<file path="src/hw/rtl/sdspi_pkg.sv">
// Shared types, constants and the CRC7 byte update for the SD SPI command exchange.
`default_nettype none

package sdspi_pkg;

  // Command codes carried by an input item
  localparam logic CMD_ISSUE   = 1'b0;
  localparam logic CMD_RECEIVE = 1'b1;

  // Frame layout and fixed bytes
  localparam int unsigned FRAME_BYTES = 6;
  localparam int unsigned IDX_W       = 3;
  localparam logic [IDX_W-1:0] IDX_START = 3'd0;
  localparam logic [IDX_W-1:0] IDX_ARG3  = 3'd1;
  localparam logic [IDX_W-1:0] IDX_ARG2  = 3'd2;
  localparam logic [IDX_W-1:0] IDX_ARG1  = 3'd3;
  localparam logic [IDX_W-1:0] IDX_ARG0  = 3'd4;
  localparam logic [IDX_W-1:0] IDX_CRC   = 3'd5;
  localparam logic [1:0] START_BITS = 2'b01;
  localparam logic [7:0] FILL_BYTE  = 8'hFF;

  // CRC7, generator x^7 + x^3 + 1, kept as 7 bits
  localparam logic [6:0] CRC7_POLY = 7'h09;

  // Response try count
  localparam int unsigned TRIES_W            = 4;
  localparam int unsigned RESPONSE_TRIES_DEF = 9;

  typedef struct packed {
    logic        command;
    logic [5:0]  cmd_index;
    logic [31:0] argument;
    logic [7:0]  rx_byte;
  } req_t;

  typedef struct packed {
    logic       tx_valid;
    logic [7:0] tx_byte;
    logic       r1_valid;
    logic [7:0] r1;
    logic       no_response;
    logic       last;
  } rsp_t;

  // Shift one byte, MSB first, through the CRC7 register
  function automatic logic [6:0] crc7_update(input logic [6:0] crc_in,
                                             input logic [7:0] data);
    logic [6:0] c;
    logic       fb;
    c = crc_in;
    for (int b = 7; b >= 0; b--) begin
      fb = c[6] ^ data[b];
      c  = {c[5:0], 1'b0};
      if (fb) begin
        c = c ^ CRC7_POLY;
      end
    end
    return c;
  endfunction

endpackage

`default_nettype wire

</file>
<file path="src/hw/rtl/sd_spi_command_exchange.sv">
// Top level of the SD SPI-mode command exchange: frame sender and R1 wait.
//
//   channel | direction | payload       | handshake
//   req     | in        | sdspi_pkg::req_t | req_valid / req_stall
//   rsp     | out       | sdspi_pkg::rsp_t | rsp_valid / rsp_stall
//
// An issue item is sent as 6 frame bytes: the frame sequencer emits one byte a cycle
// through the single result register while rsp_stall does not hold it, folding the
// command and argument bytes into the CRC7. A receive while idle gives no result.
// Reset clears the input holding stage, result valid, sequencer and wait state.
// rsp_stall holds the result register; a held item that emits then waits and req_stall rises.
`default_nettype none

module sd_spi_command_exchange #(
  parameter int unsigned RESPONSE_TRIES = sdspi_pkg::RESPONSE_TRIES_DEF
) (
  input  wire logic            clk,
  input  wire logic            rst,
  input  wire logic            req_valid,
  output      logic            req_stall,
  input  wire sdspi_pkg::req_t req,
  output      logic            rsp_valid,
  input  wire logic            rsp_stall,
  output      sdspi_pkg::rsp_t rsp
);

  import sdspi_pkg::*;

  localparam logic [TRIES_W-1:0] TRY_LIMIT = TRIES_W'(RESPONSE_TRIES);

  // Input holding stage
  logic             hold_valid;
  req_t             hold;

  // Frame sequencer and exchange state
  logic [IDX_W-1:0]   byte_idx;
  logic [6:0]         crc;
  logic               awaiting;
  logic [TRIES_W-1:0] tries;

  // Step control
  logic             is_issue;
  logic             emit;
  logic             out_free;
  logic             step;
  logic             consume;
  logic [7:0]       frame_byte;
  logic [6:0]       crc_next;
  logic [TRIES_W-1:0] tries_next;
  rsp_t             rsp_next;

  assign is_issue = (hold.command == CMD_ISSUE);
  assign emit     = hold_valid && (is_issue || awaiting);
  assign out_free = !rsp_valid || !rsp_stall;
  assign step     = hold_valid && (!emit || out_free);
  assign consume  = step && (!is_issue || byte_idx == IDX_CRC);
  assign req_stall = hold_valid && !consume;

  // Select the frame byte for the current sequencer position
  always_comb begin
    unique case (byte_idx)
      IDX_START: frame_byte = {START_BITS, hold.cmd_index};
      IDX_ARG3:  frame_byte = hold.argument[31:24];
      IDX_ARG2:  frame_byte = hold.argument[23:16];
      IDX_ARG1:  frame_byte = hold.argument[15:8];
      IDX_ARG0:  frame_byte = hold.argument[7:0];
      IDX_CRC:   frame_byte = {crc, 1'b1};
      default:   frame_byte = FILL_BYTE;
    endcase
  end

  // Fold the outgoing byte into the CRC, starting fresh on the command byte
  assign crc_next   = crc7_update((byte_idx == IDX_START) ? 7'd0 : crc, frame_byte);
  assign tries_next = tries + TRIES_W'(1);

  // Build the result for this step
  always_comb begin
    rsp_next = '0;
    if (is_issue) begin
      rsp_next.tx_valid = 1'b1;
      rsp_next.tx_byte  = frame_byte;
      rsp_next.last     = (byte_idx == IDX_CRC);
    end else if (!hold.rx_byte[7]) begin
      rsp_next.r1_valid = 1'b1;
      rsp_next.r1       = hold.rx_byte;
      rsp_next.last     = 1'b1;
    end else if (tries_next >= TRY_LIMIT) begin
      rsp_next.r1_valid    = 1'b1;
      rsp_next.r1          = hold.rx_byte;
      rsp_next.no_response = 1'b1;
      rsp_next.last        = 1'b1;
    end else begin
      rsp_next.tx_valid = 1'b1;
      rsp_next.tx_byte  = FILL_BYTE;
      rsp_next.last     = 1'b1;
    end
  end

  // Hold the accepted item until its last step
  always_ff @(posedge clk) begin
    if (rst) begin
      hold_valid <= 1'b0;
    end else if (!req_stall) begin
      hold_valid <= req_valid;
    end
  end

  always_ff @(posedge clk) begin
    if (req_valid && !req_stall) begin
      hold <= req;
    end
  end

  // Advance the frame sequencer and CRC
  always_ff @(posedge clk) begin
    if (rst) begin
      byte_idx <= IDX_START;
    end else if (step && is_issue) begin
      byte_idx <= (byte_idx == IDX_CRC) ? IDX_START : byte_idx + IDX_W'(1);
    end
  end

  always_ff @(posedge clk) begin
    if (step && is_issue && byte_idx != IDX_CRC) begin
      crc <= crc_next;
    end
  end

  // Track the response wait
  always_ff @(posedge clk) begin
    if (rst) begin
      awaiting <= 1'b0;
      tries    <= '0;
    end else if (consume) begin
      if (is_issue) begin
        awaiting <= 1'b1;
        tries    <= '0;
      end else if (awaiting) begin
        tries <= tries_next;
        if (!hold.rx_byte[7] || tries_next >= TRY_LIMIT) begin
          awaiting <= 1'b0;
        end
      end
    end
  end

  // Result register
  always_ff @(posedge clk) begin
    if (rst) begin
      rsp_valid <= 1'b0;
    end else if (out_free) begin
      rsp_valid <= step && emit;
    end
  end

  always_ff @(posedge clk) begin
    if (out_free && step && emit) begin
      rsp <= rsp_next;
    end
  end

endmodule

`default_nettype wire

</file>
<file path="config.mk">
export PLATFORM = sky130hd
export DESIGN_NAME = sd_spi_command_exchange
export DESIGN_NICKNAME = d
export VERILOG_FILES = /design/src/hw/rtl/sdspi_pkg.sv /design/src/hw/rtl/sd_spi_command_exchange.sv
export SDC_FILE = /design/constraint.sdc
export NUM_CORES = 1
export LEC_CHECK = 0
export ABC_AREA = 1
export BUFFER_PORTS_ARGS = -buffer_cell sky130_fd_sc_hd__buf_2
export CAP_MARGIN = 20
export CELL_PAD_IN_SITES_DETAIL_PLACEMENT = 0
export CELL_PAD_IN_SITES_GLOBAL_PLACEMENT = 1
export CORE_UTILIZATION = 43
export DETAILED_ROUTE_END_ITERATION = 7
export MAX_ROUTING_LAYER = met4
export PLACE_DENSITY = 0.8
export SYNTH_ARGS = -nofsm -noshare
export SYNTH_HDL_FRONTEND = slang
export SYNTH_SLANG_ARGS = --single-unit
</file>
<file path="constraint.sdc">
create_clock -name clk -period 5 [get_ports clk]
set_input_delay 1 -clock clk [delete_from_list [all_inputs] [get_ports clk]]
set_output_delay 1 -clock clk [all_outputs]
set_load 0.03 [all_outputs]
</file>
# --- Word-level counts from Yosys, hierarchy flattened ---
# Cells that the tools add are included.
word_totals:
  register_bits: 84
  in_bits: 51
  out_inout_bits: 22
  elab_cells: 90
op_classes:
  addsub: 2
  magnitude_cmp: 1
  eq_ne: 7
  muxes: 21
  bitwise: 17
  reduce_logical: 24
op_table:
  columns: ["operator", "count"]
  rows:
  - ["8-bit case mux with 6 select lines", 1]
  - ["4-bit 2-to-1 mux", 10]
  - ["9-bit 2-to-1 mux", 3]
  - ["2-bit inverter", 8]
  - ["1-bit logical AND", 10]
  - ["10-bit 2-to-1 mux", 1]
  - ["8-bit 2-to-1 mux", 1]
  - ["1-bit XOR", 8]
  - ["7-bit 2-to-1 mux", 1]
  - ["3-bit by 2-bit equality test with 1-bit output (second input constant)", 2]
  - ["3-bit equality test (second input constant)", 2]
  - ["1-bit logical NOT", 6]
  - ["1-bit logical OR", 5]
  - ["4-bit by 1-bit adder with 4-bit output (second input constant)", 1]
  - ["4-bit >= comparator (second input constant)", 1]
  - ["2-bit AND reduction", 2]
  - ["3-bit by 1-bit adder with 3-bit output (second input constant)", 1]
  - ["3-bit by 1-bit equality test with 1-bit output (second input constant)", 1]
  - ["3-bit logical NOT", 1]
  - ["1-bit 2-to-1 mux", 3]
  - ["3-bit 2-to-1 mux", 1]
  - ["3-bit inequality test (second input constant)", 1]
  - ["2-bit by 1-bit inequality test with 1-bit output (second input constant)", 1]
  - ["1-bit inverter", 1]

# --- Depth between registers and ports, before layout ---
# Gate-level depths: netlist of run 1.
logic_depth:
  ltp_word: 18
  depth_mapped: 17
  ltp_nobuf: 15

# --- Worst setup path before layout of run 1 ---
# No wires, ideal clock.
synth_timing:
  path_kind: "in2reg"
  start: "in rsp_stall"
  end: "reg hold[0] in the netlist's numbering (enable)"
  t_arrival_ps: 3626
  slack_ps: 922
  path_stages: 5
  cell_sequence: "nand2_1 inv_1 a21oi_1 a21oi_1 nor2_1"
synth_via:
  elab_chain_len: 9
synth_rtl:
  columns: ["element", "line", "source"]
  rows:
  - ["from (decl)", "sd_spi_command_exchange.sv:23", "input wire logic rsp_stall,"]
  - ["1-bit logical NOT", "sd_spi_command_exchange.sv:54", "assign out_free = !rsp_valid || !rsp_stall;"]
  - ["1-bit logical OR", "sd_spi_command_exchange.sv:54", null]
  - ["1-bit logical OR", "sd_spi_command_exchange.sv:55", "assign step = hold_valid && (!emit || out_free);"]
  - ["1-bit logical AND", "sd_spi_command_exchange.sv:55", null]
  - ["1-bit logical AND", "sd_spi_command_exchange.sv:56", "assign consume = step && (!is_issue || byte_idx == IDX_CRC);"]
  - ["1-bit logical NOT", "sd_spi_command_exchange.sv:57", "assign req_stall = hold_valid && !consume;"]
  - ["1-bit logical AND", "sd_spi_command_exchange.sv:57", null]
  - ["net req_stall", "sd_spi_command_exchange.sv:20", "output logic req_stall,"]
  - ["1-bit logical NOT", "sd_spi_command_exchange.sv:109", "if (req_valid && !req_stall) begin"]
  - ["1-bit logical AND", "sd_spi_command_exchange.sv:109", null]
  - ["to (signal assigned)", "sd_spi_command_exchange.sv:110", "hold <= req;"]
  - ["to (decl)", "sd_spi_command_exchange.sv:33", "req_t hold;"]
# The timed path passes the listed nets, and every way through them passes these cells.
# A chain may end at the register's enable or synchronous reset.

# --- Final worst setup path of run 1 ---
layout_timing:
  start: "reg byte_idx[1]"
  end: "out req_stall"
layout_via:
  elab_chain_len: 5
layout_rtl:
  columns: ["element", "line", "source"]
  rows:
  - ["from (decl)", "sd_spi_command_exchange.sv:36", "logic [IDX_W-1:0] byte_idx;"]
  - ["from (signal assigned)", "sd_spi_command_exchange.sv:119", "byte_idx <= (byte_idx == IDX_CRC) ? IDX_START : byte_idx + IDX_W'(1);"]
  - ["3-bit equality test", "sd_spi_command_exchange.sv:56", null]
  - ["1-bit logical OR", "sd_spi_command_exchange.sv:56", null]
  - ["1-bit logical AND", "sd_spi_command_exchange.sv:56", null]
  - ["1-bit logical NOT", "sd_spi_command_exchange.sv:57", null]
  - ["1-bit logical AND", "sd_spi_command_exchange.sv:57", null]
  - ["to (decl)", "sd_spi_command_exchange.sv:20", null]
# No other way between the ends.

==> results.py, run 1 <==
metrics = {
    "cts": {
        "cts_resized": 0,
        "cts_tree": "yes",
        "clk-insertion-delay-late_ns": 0.35,
        "htree_levels": 3,
        "post_cts_buffers": 0,
        "cts.sink_count": 83,
        "cts_hold_buf": 0,
        "clk_pin_slew_worst_paths_ns": 0.08,
        "clock-root-buffer": "clkbuf_8",
        "clk_path_buf_depth": 2,
        "cts_buffers": 9,
    },
    "logic_synthesis": {
        "synth_ff_type": "edfxtp_1",
        "netlist_top_cells_count": "100 x nand2_1, 73 x edfxtp_1, 40 x inv_1, 33 x nor2_1, 21 x nand3_1",
        "synth.most_common_cell": "nand2_1",
        "ys_types": 35,
        "syn-num-nets": 420,
        "synth_top_area_cell": "edfxtp_1",
        "postSynthCellCount": 366,
        "syn_avg_cell_area_um2": 10.4,
        "yosysTopAreaCellShare_pct": 57.5,
        "async_flop_share_pct": 0,
        "synth-edff-count": 73,
        "yosys_warnings": 0,
        "yosysSeqAreaShare_pct": 62.8,
        "synth_area_um2": 3810,
        "synthTopCellsByArea": "edfxtp_1 57%, nand2_1 9.8%, dfxtp_1 5.3%",
        "ys_ff_latch": 83,
    },
    "floorplanning": {
        "floorplan.initialDensity_pct": 45.5,
        "die_area_um2": 9250,
        "core-area_um2": 8380,
        "num_rows": 33,
        "die_w_um": 96.2,
        "ioPinCount": 73,
        "die_h_um": 96.2,
    },
    "power_and_ir_drop": {
        "total_power_mw": 1.58,
        "seqPwrFrac_pct": 52.2,
        "p_leak_nw": 2.02,
        "power_frac_clock_pct": 33.3,
        "ir_worst_vdd_mv": 0.160,
        "p_int_mw": 1.18,
        "pwr_density_cell_nw_per_um2": 350,
        "power_frac_comb_pct": 14.5,
        "power.switching_mw": 0.403,
        "swShare_pct": 25.5,
    },
    "global_route": {
        "grt_pass1_wl_um": 11300,
        "antenna_found_initial": 0,
        "first_global_vias": 2296,
        "grt_max_degree": 32,
        "track_usage_pct": 17.4,
        "grt-ovfl-total": 0,
    },
    "route": {
        "drt-total-wl_um": 7110,
        "vias": 2621,
        "drtIter0Drc": 112,
        "ant_nets": 0,
        "vias_per_cell": 4.72,
        "first_pass_iters": 4,
        "wl_per_cell_um": 12.8,
        "drc": 0,
    },
    "setup_path": {
        "setup.worst_path.end_class": "output pin",
        "critPathMaxFanout": 8,
        "cp.arrival_ns": 1.95,
        "worstPathRequired_ns": 4.00,
        "path_class": "reg2out",
        "startpoint_type": "flop",
    },
    "placement": {
        "dp_cells": 538,
        "place_congestion": 0.802,
        "port_buffers": 72,
        "place_ws_ns": 2.09,
        "hpwl_um": 5220,
    },
    "layout": {
        "n_antenna_cell": 0,
        "syn2layout_area_growth_pct": 18.3,
        "nets": 499,
        "post-route-util_pct": 53.8,
        "drive_above_1_share_pct": 29.3,
        "stdcell_count": 555,
    },
    "sta": {
        "relSlewSlack_pct": 54.7,
        "tightest_slew_ns": 0.677,
        "setup_viol": 0,
        "fmax_mhz": 339,
        "rsz0062_at_grt": "false",
        "final.period_utilization_pct": 59.0,
        "drv_slew": 0,
        "clock_skew_ns": 0.0142,
        "min_period_ns": 2.95,
        "finalHoldViolCount": 0,
        "finalSetupTns_ns": 0,
        "worst_slack_ns": 2.05,
    },
    "status": {
        "status": "finished, final reports clean",
    },
    "job": {
        "maxCapViolCount": 0,
    },
    "worst_hold_path": {
        "min_path_type": "reg2reg",
    },
}
==> final cells by class <==
class	instances	area (um2)
Fill cell	761	3870
Sequential cell	83	2390
Multi-Input combinational cell	227	1170
Timing Repair Buffer	74	383
Inverter	50	205
Clock buffer	13	181
Tap cell	105	131
Clock inverter	3	43.8
==> cell usage in the layout (no fill, tap or decap), drive strengths merged, types with 3 or more instances in the layout <==
cell / count
buf: 74
nand4: 4
nand2: 116
a21oi: 11
dfxtp: 10
a31oi: 8
nand3: 25
ha: 3
clkinv: 3
clkbuf: 13
o21ai: 8
nor2: 44
edfxtp: 73
inv: 49
==> power groups by stage <==
stage          combinational [mW]  clock [mW]  sequential [mW]
6_report                    0.229       0.526            0.824
5_1_grt                     0.258       0.567            0.828
4_1_cts                     0.229       0.539            0.825
3_5_place_dp                0.228           0            0.841
3_3_place_gp                0.224           0            0.840
2_1_floorplan               0.155           0            0.850
==> flip-flops by register name, indices dropped and copies added (netlist names) <==
register and flops:
crc 7, hold_valid 1, awaiting 1, rsp 19, byte_idx 3, rsp_valid 1
tries 4, hold 47
==> worst max-delay path, cell delays in order, from the launching register on <==
cell and delay (ns):
dfxtp_1 0.62, inv_6 0.09, nand3_4 0.14, nand2_1 0.14, a21oi_1 0.34, buf_2 0.27
==> per-layer routing <==
metal  GRT usage (%)  vias up  wire (um)
met5               -        -          0
met4            5.97        0        102
met3            3.16       11        444
met2            24.8       89       3060
met1            24.8     1154       3500
li1                -     1367          -
==> stage by stage <==
stage	hold WS, ns	area, um2
final	0.485	4510
after global routing	0.521	4510
after CTS	0.490	4500
after detailed placement	0.470	4270
after global placement	0.466	4270
after floorplan	0.445	3810
==> worst paths after layout <==
kind                     from         to  slack [ns]  cells after the start
setup / recovery  byte_idx[1]  req_stall        2.05                      5
hold / removal       tries[2]   tries[2]        0.49                      2
setup reg to reg     hold[46]   hold[27]        2.40                      5
hold reg to reg      tries[2]   tries[2]        0.49                      2
==> cells by family after synthesis <==
logic type / after synthesis / share of synthesized area, %
AOI/OAI and AO/OA: 29 / 4.20
xor gates and xnor gates: 2 / 0.460
adders and majority gates: 3 / 0.985
buffers and inverters: 56 / 6.73
DFF: 83 / 62.8
and+or+nand+nor: 193 / 24.9
No activity file was read; power rests on OpenSTA's default activity.
==> run 2: changes to the inputs <==
==> constraint.sdc (replaced) <==
create_clock -name clk -period 2.8 [get_ports clk]
set_input_delay 0.56 -clock clk [delete_from_list [all_inputs] [get_ports clk]]
set_output_delay 0.56 -clock clk [all_outputs]
set_load 0.03 [all_outputs]
==> results.py, run 2 (synthesis gave the netlist of run 1 again) <==
metrics = {
    "status": {
        "status": "finished, final reports clean",
    },
    "layout": {
        "top_register": "hold",
        "drive_above_1_share_pct": 30.1,
        "n_antenna_cell": 0,
        "post-route-util_pct": 54.1,
        "design_area_um2": 4530,
        "largest_reg_flops": 47,
        "final_cell_mix": "100 x nand2_1, 73 x edfxtp_1, 72 x buf_2, 40 x inv_1, 31 x nor2_1",
        "syn2layout_area_growth_pct": 18.9,
        "reg.largest.list": "hold x47, rsp x19, crc x7",
        "mostFrequentLayoutCell": "nand2_1",
        "nets": 501,
        "stdcell_count": 557,
    },
    "floorplanning": {
        "core-area_um2": 8380,
        "die_w_um": 96.2,
        "ioPinCount": 73,
        "num_rows": 33,
        "floorplan.initialDensity_pct": 45.5,
        "die_area_um2": 9250,
        "die_h_um": 96.2,
    },
    "sta": {
        "relSlewSlack_pct": 57.5,
        "tightest_slew_ns": 0.635,
        "drv_slew": 0,
        "min_period_ns": 2.55,
        "fmax_mhz": 392,
        "rsz0062_at_grt": "false",
        "finalSetupTns_ns": 0,
        "final.period_utilization_pct": 91.1,
        "setup_viol": 0,
        "finalHoldViolCount": 0,
        "clock_skew_ns": 0.0135,
    },
    "setup_path": {
        "reg2reg_to": "crc[4]",
        "startpoint_type": "flop",
        "crit_buf_inv": 2,
        "regToRegStartpoint": "byte_idx[1]",
        "setup.worst_path.end_class": "output pin",
        "critPathSlowestCell": "dfxtp_1",
        "crit_family": "flip-flops",
        "crit_chain": "inv_6 -> nand3_4 -> nand2_1 -> a21oi_1 -> buf_2",
        "reg2reg_slack_ns": 0.43,
        "worstPathRequired_ns": 2.24,
        "reg2regPathDepth": 14,
        "cp.arrival_ns": 1.99,
        "slowest_delay_ns": 0.61,
        "path_class": "reg2out",
        "critPathMaxFanout": 8,
    },
    "power_and_ir_drop": {
        "p_int_mw": 2.07,
        "seqPwrFrac_pct": 52.5,
        "p_leak_nw": 2.03,
        "power_frac_clock_pct": 32.7,
        "pwr_density_cell_nw_per_um2": 618,
        "power.switching_mw": 0.735,
        "power_frac_comb_pct": 14.8,
        "ir_worst_vdd_mv": 0.272,
        "swShare_pct": 26.2,
    },
    "cts": {
        "clk_pin_slew_worst_paths_ns": 0.09,
        "clk_path_buf_depth": 2,
        "cts_hold_buf": 0,
        "post_cts_buffers": 0,
        "clock-root-buffer": "clkbuf_8",
        "cts_buffers": 9,
        "cts_resized": 0,
        "cts_tree": "yes",
        "htree_levels": 3,
        "clk-insertion-delay-late_ns": 0.36,
        "cts.sink_count": 83,
    },
    "route": {
        "drtIter0Drc": 108,
        "drc": 0,
        "drt-total-wl_um": 7250,
        "vias": 2644,
        "wl_per_cell_um": 13.0,
        "ant_nets": 0,
        "first_pass_iters": 4,
        "vias_per_cell": 4.75,
    },
    "worst_hold_path": {
        "hold_path_end": "hold[7]",
        "min_path_type": "in2reg",
        "hold_depth": 1,
        "min_from": "req[7]",
    },
    "global_route": {
        "grt_max_degree": 40,
        "first_global_vias": 2553,
        "grt_pass1_wl_um": 12000,
        "antenna_found_initial": 0,
        "track_usage_pct": 18.4,
        "grt-ovfl-total": 0,
    },
    "placement": {
        "port_buffers": 72,
        "place_congestion": 0.876,
        "hpwl_um": 5440,
        "dp_cells": 541,
        "post_dp_cell_area_um2": 4310,
    },
    "job": {
        "maxCapViolCount": 0,
    },
}
-- run 2: changes by cell type in the layout (fill, tap and decap cells not counted) --
cell / before / now
buf_12: 0 / 1
clkbuf_8: 9 / 11
clkbuf_1: 2 / 0
clkinv_4: 1 / 2
buf_4: 1 / 3
bufinv_16: 1 / 0
clkinv_2: 1 / 0
clkinvlp_4: 0 / 1
buf_8: 1 / 0
-- run 2: per-stage QoR --
step / total power [mW] / setup WS [ns] / hold WS, ns
after floorplan: 1.79 / 0.455 / 0.445
after global placement: 1.91 / 0.500 / 0.465
after detailed placement: 1.92 / 0.428 / 0.472
after CTS: 2.83 / 0.218 / 0.354
after global routing: 2.94 / 0.149 / 0.344
final: 2.80 / 0.248 / 0.366
-- run 2: how the worst max path moves through the flow --
| stage | start | end | slack, ns | cells past startpoint |
|---|---|---|---|---|
| final | byte_idx[1] | req_stall | 0.25 | 5 |
| after global routing | byte_idx[1] | req_stall | 0.15 | 5 |
| after CTS | byte_idx[1] | req_stall | 0.22 | 5 |
| after detailed placement | byte_idx[1] | crc[4] | 0.43 | 14 |
| after global placement | byte_idx[1] | crc[4] | 0.50 | 14 |
| after floorplan | rsp_stall | hold[0] | 0.45 | 5 |
-- run 2: cell type report --
type                       instances  area, um2
clock buffer                      13        201
tap                              105        131
clock inverter                     3       25.0
fill                             775       3850
inverter                          50        205
timing repair buffer              76        403
multi-input combinational        227       1170
sequential                        83       2390
-- run 2: per-layer routing --
layer / share of wire (%) / GRT usage (%) / vias up
met2: 44 / 27.9 / 77
met1: 49 / 23.4 / 1177
met4: 1.5 / 5.72 / 0
met5: 0 / - / -
li1: - / - / 1378
met3: 5.4 / 6.16 / 12
-- run 2: power groups by stage --
stage                     Sequential [mW]  Combinational [mW]  Clock, mW
after floorplan                      1.52               0.278          0
after global placement               1.50               0.411          0
after detailed placement             1.50               0.419          0
after CTS                            1.47               0.420      0.941
after global routing                 1.48               0.475      0.986
final                                1.47               0.416      0.915
==> run 3: changes to the inputs <==
==> constraint.sdc (replaced) <==
create_clock -name clk -period 2.8 [get_ports clk]
set_input_delay 0.56 -clock clk [delete_from_list [all_inputs] [get_ports clk]]
set_output_delay 0.56 -clock clk [all_outputs]
set_load 0.05 [all_outputs]
==> results.py, run 3 (synthesis gave the netlist of run 1 again) <==
metrics = {
    "cts": {
        "cts_buffers": 9,
        "htree_levels": 3,
        "clock-root-buffer": "clkbuf_8",
        "clk_path_buf_depth": 2,
        "cts_hold_buf": 0,
        "clk-insertion-delay-late_ns": 0.35,
        "cts_tree": "yes",
        "post_cts_buffers": 0,
        "cts.sink_count": 83,
        "clk_pin_slew_worst_paths_ns": 0.08,
        "cts_resized": 0,
    },
    "global_route": {
        "grt_pass1_wl_um": 11800,
        "antenna_found_initial": 0,
        "grt-ovfl-total": 0,
        "grt_max_degree": 31,
        "first_global_vias": 2468,
        "track_usage_pct": 18.2,
    },
    "worst_hold_path": {
        "hold_depth": 1,
        "min_path_type": "in2reg",
        "hold_path_end": "hold[26]",
        "min_from": "req[26]",
    },
    "setup_path": {
        "reg2regPathDepth": 14,
        "crit_family": "buffers and inverters",
        "worstPathRequired_ns": 2.24,
        "setup.worst_path.end_class": "output pin",
        "slowest_delay_ns": 0.55,
        "critPathMaxFanout": 9,
        "reg2reg_to": "crc[5]",
        "crit_buf_inv": 3,
        "cp.arrival_ns": 1.99,
        "startpoint_type": "flop",
        "path_class": "reg2out",
        "crit_chain": "clkinv_1 -> buf_4 -> nand2_1 -> a21oi_1 -> buf_2",
        "critPathSlowestCell": "edfxtp_1",
        "regToRegStartpoint": "byte_idx[0]",
        "reg2reg_slack_ns": 0.42,
    },
    "route": {
        "vias": 2660,
        "drt-total-wl_um": 7400,
        "drc": 0,
        "ant_nets": 0,
        "drtIter0Drc": 108,
        "vias_per_cell": 4.76,
        "first_pass_iters": 4,
        "wl_per_cell_um": 13.2,
    },
    "job": {
        "maxCapViolCount": 0,
    },
    "placement": {
        "place_congestion": 0.918,
        "dp_cells": 544,
        "post_dp_cell_area_um2": 4330,
        "hpwl_um": 5680,
        "port_buffers": 72,
    },
    "layout": {
        "stdcell_count": 559,
        "syn2layout_area_growth_pct": 18.9,
        "reg.largest.list": "hold x47, rsp x19, crc x7",
        "largest_reg_flops": 47,
        "final_cell_mix": "100 x nand2_1, 73 x edfxtp_1, 72 x buf_2, 40 x inv_1, 31 x nor2_1",
        "nets": 504,
        "design_area_um2": 4530,
        "drive_above_1_share_pct": 30.0,
        "top_register": "hold",
        "mostFrequentLayoutCell": "nand2_1",
        "n_antenna_cell": 0,
    },
    "sta": {
        "finalHoldViolCount": 0,
        "drv_slew": 0,
        "setup_viol": 0,
        "min_period_ns": 2.55,
        "finalSetupTns_ns": 0,
        "relSlewSlack_pct": 53.3,
        "tightest_slew_ns": 0.698,
        "clock_skew_ns": 0.0111,
        "fmax_mhz": 393,
        "rsz0062_at_grt": "false",
        "final.period_utilization_pct": 90.9,
    },
    "floorplanning": {
        "die_h_um": 96.2,
        "die_area_um2": 9250,
        "ioPinCount": 73,
        "floorplan.initialDensity_pct": 45.5,
        "core-area_um2": 8380,
        "num_rows": 33,
        "die_w_um": 96.2,
    },
    "power_and_ir_drop": {
        "seqPwrFrac_pct": 52.3,
        "p_int_mw": 2.08,
        "ir_worst_vdd_mv": 0.344,
        "power_frac_comb_pct": 15.8,
        "pwr_density_cell_nw_per_um2": 620,
        "swShare_pct": 26.1,
        "total_power_mw": 2.81,
        "p_leak_nw": 2.03,
        "power_frac_clock_pct": 32.0,
        "power.switching_mw": 0.734,
    },
    "status": {
        "status": "finished, final reports clean",
    },
}
==> run 3: cell types whose count changed in the layout (fill, tap and decap cells not counted), moves of 2 or more <==
cell | before | now
bufinv_16 | 0 | 2
clkbuf_8 | 11 | 9
clkinv_1 | 1 | 3
clkbuf_16 | 2 | 0
buf_4 | 3 | 6
==> run 3: cell type report <==
| type | instances | area, um2 |
|---|---|---|
| clock buffers | 9 | 124 |
| multi-input cells | 227 | 1170 |
| well taps | 105 | 131 |
| repair buffers | 79 | 425 |
| clock inverters | 6 | 81.3 |
| fillers | 785 | 3850 |
| flip-flops and latches | 83 | 2390 |
| inverters | 50 | 205 |
==> run 3: power by group through the flow <==
stage	Combinational, mW	Clock, mW	Sequential (mW)
after floorplan	0.280	0	1.54
after global placement	0.440	0	1.50
after detailed placement	0.445	0	1.50
after CTS	0.447	0.924	1.47
after global routing	0.497	0.967	1.48
final	0.443	0.899	1.47
==> run 3: per-layer routing <==
metal / wire [um] / GRT usage (%) / part of all wire, %
met5: 0 / - / 0
met2: 3470 / 28.6 / 47
met4: 97 / 7.46 / 1.3
met1: 3460 / 23.1 / 47
met3: 376 / 3.55 / 5.1
==> run 3: worst max path at each step <==
stage,start,to,slack [ns],cells past startpoint
2_1_floorplan,rsp_valid,hold[0],0.17,5
3_3_place_gp,byte_idx[0],crc[5],0.49,14
3_5_place_dp,byte_idx[0],crc[5],0.44,14
4_1_cts,hold[46],req_stall,0.22,5
5_1_grt,hold[46],req_stall,0.14,5
6_report,hold[46],req_stall,0.25,5
==> run 3: through the flow <==
step | setup WS, ns | utilization [%] | hold slack [ns]
floorplan | 0.166 | - | 0.445
global placement | 0.487 | 51.6 | 0.465
detailed placement | 0.442 | 51.6 | 0.476
CTS | 0.223 | 54.1 | 0.359
global route | 0.136 | 54.1 | 0.356
finish | 0.254 | 54.1 | 0.377
